## src/rtl/core/nds_pkg.sv

```systemverilog
`timescale 1ns / 1ps

package nds_pkg;

    localparam int TUBES      = 4;
    localparam int CODES      = 11;
    localparam int PAT_W      = 64;
    localparam int NIB_W      = 4;
    localparam int BEATS      = PAT_W / NIB_W;
    localparam int BEAT_W     = $clog2(BEATS + 1);
    localparam int PIN_W      = 7;

    localparam logic [BEAT_W-1:0] LATCH_BEAT = BEAT_W'(BEATS);
    localparam logic [BEAT_W-1:0] LAST_SHIFT = BEAT_W'(BEATS - 1);

    // pin numbers 1..64, one row per tube; codes 0-9 numerals, code 10 the dot
    localparam logic [PIN_W-1:0] PIN_TABLE [TUBES][CODES] = '{
        '{7'd18, 7'd20, 7'd21, 7'd22, 7'd43, 7'd44, 7'd45, 7'd46, 7'd47, 7'd48, 7'd19},
        '{7'd13, 7'd15, 7'd16, 7'd17, 7'd49, 7'd50, 7'd51, 7'd52, 7'd53, 7'd12, 7'd14},
        '{7'd7,  7'd9,  7'd10, 7'd11, 7'd54, 7'd55, 7'd56, 7'd57, 7'd58, 7'd59, 7'd8},
        '{7'd2,  7'd4,  7'd5,  7'd6,  7'd60, 7'd61, 7'd62, 7'd63, 7'd64, 7'd1,  7'd3}
    };

    typedef logic [3:0]             t_code;
    typedef t_code [TUBES-1:0]      t_digits;
    typedef logic [PAT_W-1:0]       t_pattern;

    typedef struct packed {
        logic busy;
        logic done;
    } t_ser_status;

endpackage

```

## src/rtl/core/nds_if.sv

```systemverilog
`timescale 1ns / 1ps

interface nds_in_if;
    logic       valid;
    logic       ready;
    logic [3:0] digit_0;
    logic [3:0] digit_1;
    logic [3:0] digit_2;
    logic [3:0] digit_3;

    modport source (output valid, digit_0, digit_1, digit_2, digit_3, input ready);
    modport sink   (input valid, digit_0, digit_1, digit_2, digit_3, output ready);
endinterface

interface nds_out_if;
    logic       valid;
    logic       ready;
    logic [3:0] data_nibble;
    logic       shift_strobe;
    logic       latch_strobe;
    logic       last;

    modport source (output valid, data_nibble, shift_strobe, latch_strobe, last,
                    input ready);
    modport sink   (input valid, data_nibble, shift_strobe, latch_strobe, last,
                    output ready);
endinterface

```

## src/rtl/core/nds_pattern.sv

```systemverilog
`timescale 1ns / 1ps

module nds_pattern
    import nds_pkg::*;
(
    input  t_digits  i_digits,
    output t_pattern o_pattern
);

    t_pattern clear_mask;
    logic [PIN_W-1:0] pin;

    always_comb begin
        clear_mask = '0;
        pin        = '0;
        for (int t = 0; t < TUBES; t++) begin
            if (i_digits[t] < 4'(CODES)) begin
                pin = PIN_TABLE[t][i_digits[t]] - 7'd1;
                clear_mask[pin[5:0]] = 1'b1;
            end
        end
        o_pattern = ~clear_mask;
    end

endmodule

```

## src/rtl/core/nds_shifter.sv

```systemverilog
`timescale 1ns / 1ps

module nds_shifter
    import nds_pkg::*;
(
    input  logic          i_clk,
    input  logic          i_rst_n,
    input  logic          i_load,
    input  t_pattern      i_pattern,
    output t_ser_status   o_status,
    nds_out_if.source     o_out
);

    logic              r_valid, n_valid;
    logic [BEAT_W-1:0] r_beat, n_beat;
    t_pattern          r_pat, n_pat;
    logic              fire;
    logic              is_latch;

    assign is_latch = (r_beat == LATCH_BEAT);
    assign fire     = r_valid && o_out.ready;

    assign o_out.valid        = r_valid;
    assign o_out.data_nibble  = r_pat[PAT_W-1 -: NIB_W];
    assign o_out.shift_strobe = !is_latch;
    assign o_out.latch_strobe = is_latch;
    assign o_out.last         = is_latch;

    assign o_status.busy = r_valid;
    assign o_status.done = fire && is_latch;

    always_comb begin
        n_valid = r_valid;
        n_beat  = r_beat;
        n_pat   = r_pat;
        if (i_load) begin
            n_valid = 1'b1;
            n_beat  = '0;
            n_pat   = i_pattern;
        end else if (fire) begin
            if (is_latch) begin
                n_valid = 1'b0;
            end else begin
                n_beat = r_beat + 1'b1;
                // final shift nibble stays on the lines through the latch beat
                if (r_beat != LAST_SHIFT) begin
                    n_pat = {r_pat[PAT_W-NIB_W-1:0], {NIB_W{1'b0}}};
                end
            end
        end
    end

    always_ff @(posedge i_clk) begin
        if (!i_rst_n) begin
            r_valid <= 1'b0;
            r_beat  <= '0;
        end else begin
            r_valid <= n_valid;
            r_beat  <= n_beat;
        end
    end

    always_ff @(posedge i_clk) begin
        r_pat <= n_pat;
    end

endmodule

```

## src/rtl/core/nixie_digit_serializer.sv

```systemverilog
`timescale 1ns / 1ps

// Four-tube display serializer. One input transaction carries four tube codes
// (0-9 numeral, 10 dot, 11-15 blank) and produces 17 output transactions: 16
// shift beats carrying the active-low 64-bit pin pattern a nibble at a time,
// bits 63..60 first, then one latch beat (last = 1) that repeats the final
// nibble. A one-deep input register takes the next update while the current
// one is still shifting out, so updates follow each other with no idle beat
// between them.
module nixie_digit_serializer
    import nds_pkg::*;
(
    input  logic        i_clk,
    input  logic        i_rst_n,
    nds_in_if.sink      i_in,
    nds_out_if.source   o_out
);

    logic        r_a_valid;
    t_digits     r_a_digits;
    logic        a_take;
    t_pattern    pattern;
    t_ser_status ser_status;

    assign a_take     = r_a_valid && (!ser_status.busy || ser_status.done);
    assign i_in.ready = !r_a_valid || a_take;

    always_ff @(posedge i_clk) begin
        if (!i_rst_n) begin
            r_a_valid <= 1'b0;
        end else if (i_in.ready) begin
            r_a_valid <= i_in.valid;
        end
    end

    always_ff @(posedge i_clk) begin
        if (i_in.valid && i_in.ready) begin
            r_a_digits <= {i_in.digit_3, i_in.digit_2, i_in.digit_1, i_in.digit_0};
        end
    end

    nds_pattern u_pattern (
        .i_digits  (r_a_digits),
        .o_pattern (pattern)
    );

    nds_shifter u_shifter (
        .i_clk     (i_clk),
        .i_rst_n   (i_rst_n),
        .i_load    (a_take),
        .i_pattern (pattern),
        .o_status  (ser_status),
        .o_out     (o_out)
    );

    a_start_shift: assert property (@(posedge i_clk) disable iff (!i_rst_n)
        a_take |=> (o_out.valid && o_out.shift_strobe))
        else $error("update did not start with a shift beat");

    a_no_gap: assert property (@(posedge i_clk) disable iff (!i_rst_n)
        (o_out.valid && o_out.ready && !o_out.last) |=> o_out.valid)
        else $error("output dropped inside an update");

    a_in_held: assert property (@(posedge i_clk) disable iff (!i_rst_n)
        (i_in.valid && i_in.ready) |=> r_a_valid)
        else $error("accepted transaction not held");

    a_load_after_done: assert property (@(posedge i_clk) disable iff (!i_rst_n)
        (ser_status.busy && !ser_status.done) |-> !a_take)
        else $error("pattern loaded while serializer busy");

endmodule

```

## src/flat_wrapper.sv

```systemverilog
// flat-port wrapper written by rule: the top's interface ports become plain ports
module nixie_digit_serializer_flat import nds_pkg::*;
  (i_clk, i_rst_n, i_in_valid, i_in_digit_0, i_in_digit_1, i_in_digit_2, i_in_digit_3, i_in_ready, o_out_valid, o_out_data_nibble, o_out_shift_strobe, o_out_latch_strobe, o_out_last, o_out_ready);
  nds_in_if i_in_i ();
  nds_out_if o_out_i ();
  input  logic i_clk;
  input  logic i_rst_n;
  input wire logic [$bits(i_in_i.valid)-1:0] i_in_valid;
  input wire logic [$bits(i_in_i.digit_0)-1:0] i_in_digit_0;
  input wire logic [$bits(i_in_i.digit_1)-1:0] i_in_digit_1;
  input wire logic [$bits(i_in_i.digit_2)-1:0] i_in_digit_2;
  input wire logic [$bits(i_in_i.digit_3)-1:0] i_in_digit_3;
  output wire logic [$bits(i_in_i.ready)-1:0] i_in_ready;
  output wire logic [$bits(o_out_i.valid)-1:0] o_out_valid;
  output wire logic [$bits(o_out_i.data_nibble)-1:0] o_out_data_nibble;
  output wire logic [$bits(o_out_i.shift_strobe)-1:0] o_out_shift_strobe;
  output wire logic [$bits(o_out_i.latch_strobe)-1:0] o_out_latch_strobe;
  output wire logic [$bits(o_out_i.last)-1:0] o_out_last;
  input wire logic [$bits(o_out_i.ready)-1:0] o_out_ready;
  assign i_in_i.valid = i_in_valid;
  assign i_in_i.digit_0 = i_in_digit_0;
  assign i_in_i.digit_1 = i_in_digit_1;
  assign i_in_i.digit_2 = i_in_digit_2;
  assign i_in_i.digit_3 = i_in_digit_3;
  assign i_in_ready = i_in_i.ready;
  assign o_out_valid = o_out_i.valid;
  assign o_out_data_nibble = o_out_i.data_nibble;
  assign o_out_shift_strobe = o_out_i.shift_strobe;
  assign o_out_latch_strobe = o_out_i.latch_strobe;
  assign o_out_last = o_out_i.last;
  assign o_out_i.ready = o_out_ready;
  nixie_digit_serializer u_core (.i_clk(i_clk), .i_rst_n(i_rst_n), .i_in(i_in_i), .o_out(o_out_i));
endmodule
```

## config.mk

```make
export PLATFORM = sky130hd
export DESIGN_NAME = nixie_digit_serializer_flat
export DESIGN_NICKNAME = d
export VERILOG_FILES = /design/src/rtl/core/nds_pkg.sv /design/src/rtl/core/nds_if.sv /design/src/rtl/core/nds_pattern.sv /design/src/rtl/core/nds_shifter.sv /design/src/rtl/core/nixie_digit_serializer.sv /design/src/flat_wrapper.sv
export SDC_FILE = /design/constraint.sdc
export NUM_CORES = 1
export LEC_CHECK = 0
export ABC_AREA = 1
export BUFFER_PORTS_ARGS = -buffer_cell sky130_fd_sc_hd__buf_2
export CAP_MARGIN = 20
export CORE_UTILIZATION = 30
export DETAILED_ROUTE_END_ITERATION = 8
export HOLD_SLACK_MARGIN = 0.05
export PLACE_DENSITY_LB_ADDON = 0.25
export SETUP_SLACK_MARGIN = 0.15
export SLEW_MARGIN = 20
export SYNTH_ARGS = -nofsm -noshare
export SYNTH_HDL_FRONTEND = slang
export SYNTH_HIERARCHICAL = 1
export SYNTH_SLANG_ARGS = --single-unit
```

## constraint.sdc

```tcl
create_clock -name i_clk -period 11.6 [get_ports i_clk]
set_clock_uncertainty 0.2 [all_clocks]
set_input_delay 0.58 -clock i_clk [delete_from_list [all_inputs] [get_ports i_clk]]
set_output_delay 0.58 -clock i_clk [all_outputs]
set_load 0.02 [all_outputs]
```

==> metrics.log <==
[metrics] placed wire-length estimate: 9490 µm
[metrics] library cell used as clock root buffer: clkbuf_16
[metrics] Max Cap Violations: 0
[metrics] CTS sink count: 87
[metrics] fin util: 34.4%
[metrics] placeable core region: 18200 µm²
[metrics] cell count of the worst hold path: 1
[metrics] Post-synth top flop: edfxtp_1
[metrics] number of buffers on the longest clock path: 2
[metrics] drt initial violations: 364
[metrics] fraction of final layout cells with drive strength greater than 1: 9.41%
[metrics] worst relative slew slack: 45.1%
[metrics] number of flops mapped to enable cells by yosys: 80
[metrics] pin count of the biggest net entering global routing: 66
[metrics] Unique masters post-synth: 36
[metrics] gp weighted congestion: 0.924
[metrics] antenna diode count: 0
[metrics] first-pass GRT wire length: 21700 µm
[metrics] setup repair after global routing missed its margin: no
[metrics] WL/cell: 12.8 µm
[metrics] required arrival time at the worst endpoint: 11.37 ns
[metrics] vias in the first global route: 4497
[metrics] post-cts resize count: 0
[metrics] commonest non-fill, non-tap cell in the layout: nand2_1
[metrics] hold-fix buffers at CTS: 0
[metrics] Mapped Avg Cell Area: 7.41 µm²
[metrics] peak clock frequency supported by timing: 298 MHz
[metrics] number of standard cells in the layout, taps in and fillers out: 1015
[metrics] Total Routed Length: 13000 µm
[metrics] worst r2r path cells: 12
[metrics] violated checks: DRC
[metrics] share of power burned in registers: 45.1%
[metrics] Cell Pwr Density: 137 nW/µm²
[metrics] die area: 19400 µm²
[metrics] clock transition at the registers of the reported paths: 0.06 ns
[metrics] clock latency reported for the late side of the worst-skew pair: 0.35 ns
[metrics] top cell type by total area after synthesis: edfxtp_1
[metrics] post-placement cell count: 998
[metrics] number of nets in the finished design: 822
[metrics] final clock period utilization by the worst path: 29.0%
[metrics] Slew Limit Fails: 0
[metrics] initial core utilization: 31.0%
[metrics] critical path type: reg -> reg
[metrics] flip-flop and latch count after synthesis: 87
[metrics] Setup crit start kind: flop
[metrics] Ports: 29
[metrics] Residual DRC: 4
[metrics] number of hold violations in the final report: 0
[metrics] Post CTS Setup Buffer Count: 0
[metrics] number of I/O port buffers: 28
[metrics] shortest clock period the worst path allows after layout: 3.36 ns
[metrics] total gr overflow: 0
[metrics] Pint: 0.611 mW
[metrics] Yosys Warn Count: 6
[metrics] clock network fraction of design power: 36.4%
[metrics] Core Rows: 49
[metrics] sequential-to-total area share from yosys stat: 45.0%
[metrics] Post-Synthesis Cell Area: 5650 µm²
[metrics] Arr. time, crit path: 3.14 ns
[metrics] synthesized netlist cell count: 762
[metrics] Antenna Nets Post-Route: 0
[metrics] maximum fanout encountered on the critical timing path: 65
[metrics] result of the run: finished, violations left
[metrics] y dimension of the die: 139 µm
[metrics] type of the tightest min-delay check: in -> reg
[metrics] highest-count cells in the layout ignoring fill and taps: 315 x nand2_1, 98 x nor2_1, 80 x inv_1, 80 x edfxtp_1, 46 x nand3_1
[metrics] number of setup violations in the final report: 0
[metrics] clock tree from TritonCTS: done
[metrics] Area growth, synth to finish: 10.9%
[metrics] Yosys top cell area share: 42.5%
[metrics] post-DR vias/cell: 4.56
[metrics] slew at the pin closest to its max-slew limit: 0.824 ns
[metrics] detailed-router iteration count before antenna repair: 9
[metrics] Total Negative Setup Slacks: 0 ns
[metrics] async set-reset flop share out of synthesis: 0%
[metrics] Die X-Extent: 139 µm
[metrics] top cells by area, synth: edfxtp_1 43%, nand2_1 21%, nor2_1 6.5%
[metrics] all-layer global routing usage: 14.4%
[metrics] Net Switching: 0.245 mW
[metrics] critical path endpoint category: flop
[metrics] portion of total power attributed to combinational logic: 18.5%
[metrics] switching share of power: 28.6%
[metrics] via total after detailed routing: 4625
[metrics] static leakage: 2.87 nW
[metrics] count of H-tree levels built during CTS: 3
[metrics] CTS Buf Count: 9
[metrics] peak supply drop: 0.0000757 V
[metrics] worst slack on hold paths: 0.203 ns
[metrics] antenna violations before repair: 0
## critical path, cell delays in order, from the launching register on
cell and delay, ns:
dfxtp_1 0.33, inv_1 0.08, ha_1 0.14, nand2_1 0.05, inv_1 0.06, nand2_2 0.13
nor2_1 0.12, inv_1 0.09, a21boi_4 0.13, buf_4 0.53, inv_2 0.31, o21ai_4 0.11
buf_4 0.65
## worst paths after layout
| path | start | end | slack (ns) |
|---|---|---|---|
| hold reg to reg | u_core/u_shifter/r_beat[1] | u_core/u_shifter/r_beat[1] | 0.30 |
| setup reg to reg | u_core/u_shifter/r_beat[0] | u_core/u_shifter/r_pat[11] | 8.24 |
| setup / recovery | u_core/u_shifter/r_beat[0] | u_core/u_shifter/r_pat[11] | 8.24 |
| hold / removal | i_in_digit_1[3] | u_core/r_a_digits[7] | 0.20 |
## kinds of logic after synthesis
kind of cell	synth area share [%]
buffers and inverters	9.64
flip-flops	45.0
other	0.0664
AO/OA/AOI/OAI	3.39
XOR/XNOR	0.155
AND/OR/NAND/NOR	37.1
adder cells (fa/ha/maj)	4.65
## registers in the layout, indices dropped and copies added (netlist names)
signal,flops
u_core/u_shifter/r_pat,64
u_core/r_a_digits,16
u_core/u_shifter/o_out.valid,1
u_core/u_shifter/r_beat,5
u_core/r_a_valid,1
## per-stage QoR
| step | setup WS [ns] | cell area, µm² | power, mW |
|---|---|---|---|
| finish | 8.24 | 6260 | 0.856 |
| CTS | 7.80 | 6240 | 0.865 |
| global placement | 7.85 | 5930 | 0.549 |
| floorplan | 7.09 | 5680 | 0.517 |
| global route | 7.88 | 6260 | 0.906 |
| detailed placement | 7.82 | 5930 | 0.550 |
## power by group through the flow
stage / sequential [mW] / combinational, mW / clock (mW)
2_1_floorplan: 0.392 / 0.124 / 0
3_3_place_gp: 0.392 / 0.157 / 0
3_5_place_dp: 0.393 / 0.157 / 0
4_1_cts: 0.386 / 0.158 / 0.321
5_1_grt: 0.389 / 0.182 / 0.335
6_report: 0.386 / 0.158 / 0.311
## cell type report
type | count | area (µm²)
Fill cell | 1926 | 11900
Sequential cell | 87 | 2540
Timing Repair Buffer | 31 | 175
Inverter | 87 | 327
Clock inverter | 5 | 83.8
Clock buffer | 11 | 233
Tap cell | 229 | 287
Multi-Input combinational cell | 565 | 2620
## synthesized netlist by cell type (all sizes together), types with 2 or more instances
| library cell | n |
|---|---|
| nor3 | 14 |
| o211ai | 2 |
| ha | 21 |
| nand3 | 52 |
| dfxtp | 7 |
| nand4 | 11 |
| edfxtp | 80 |
| clkbuf | 4 |
| nor2 | 102 |
| a22oi | 3 |
| o21ai | 9 |
| buf | 28 |
| nand2 | 320 |
| inv | 87 |
| a21oi | 15 |
## metal layers
layer,track usage (%),vias to the layer above,wire length [µm]
met3,3.99,17,718
met4,4.74,0,221
met5,0,-,0
met2,22.8,99,5740
li1,-,2428,-
met1,19.0,2081,6300
(Power assumes the default switching activity.)
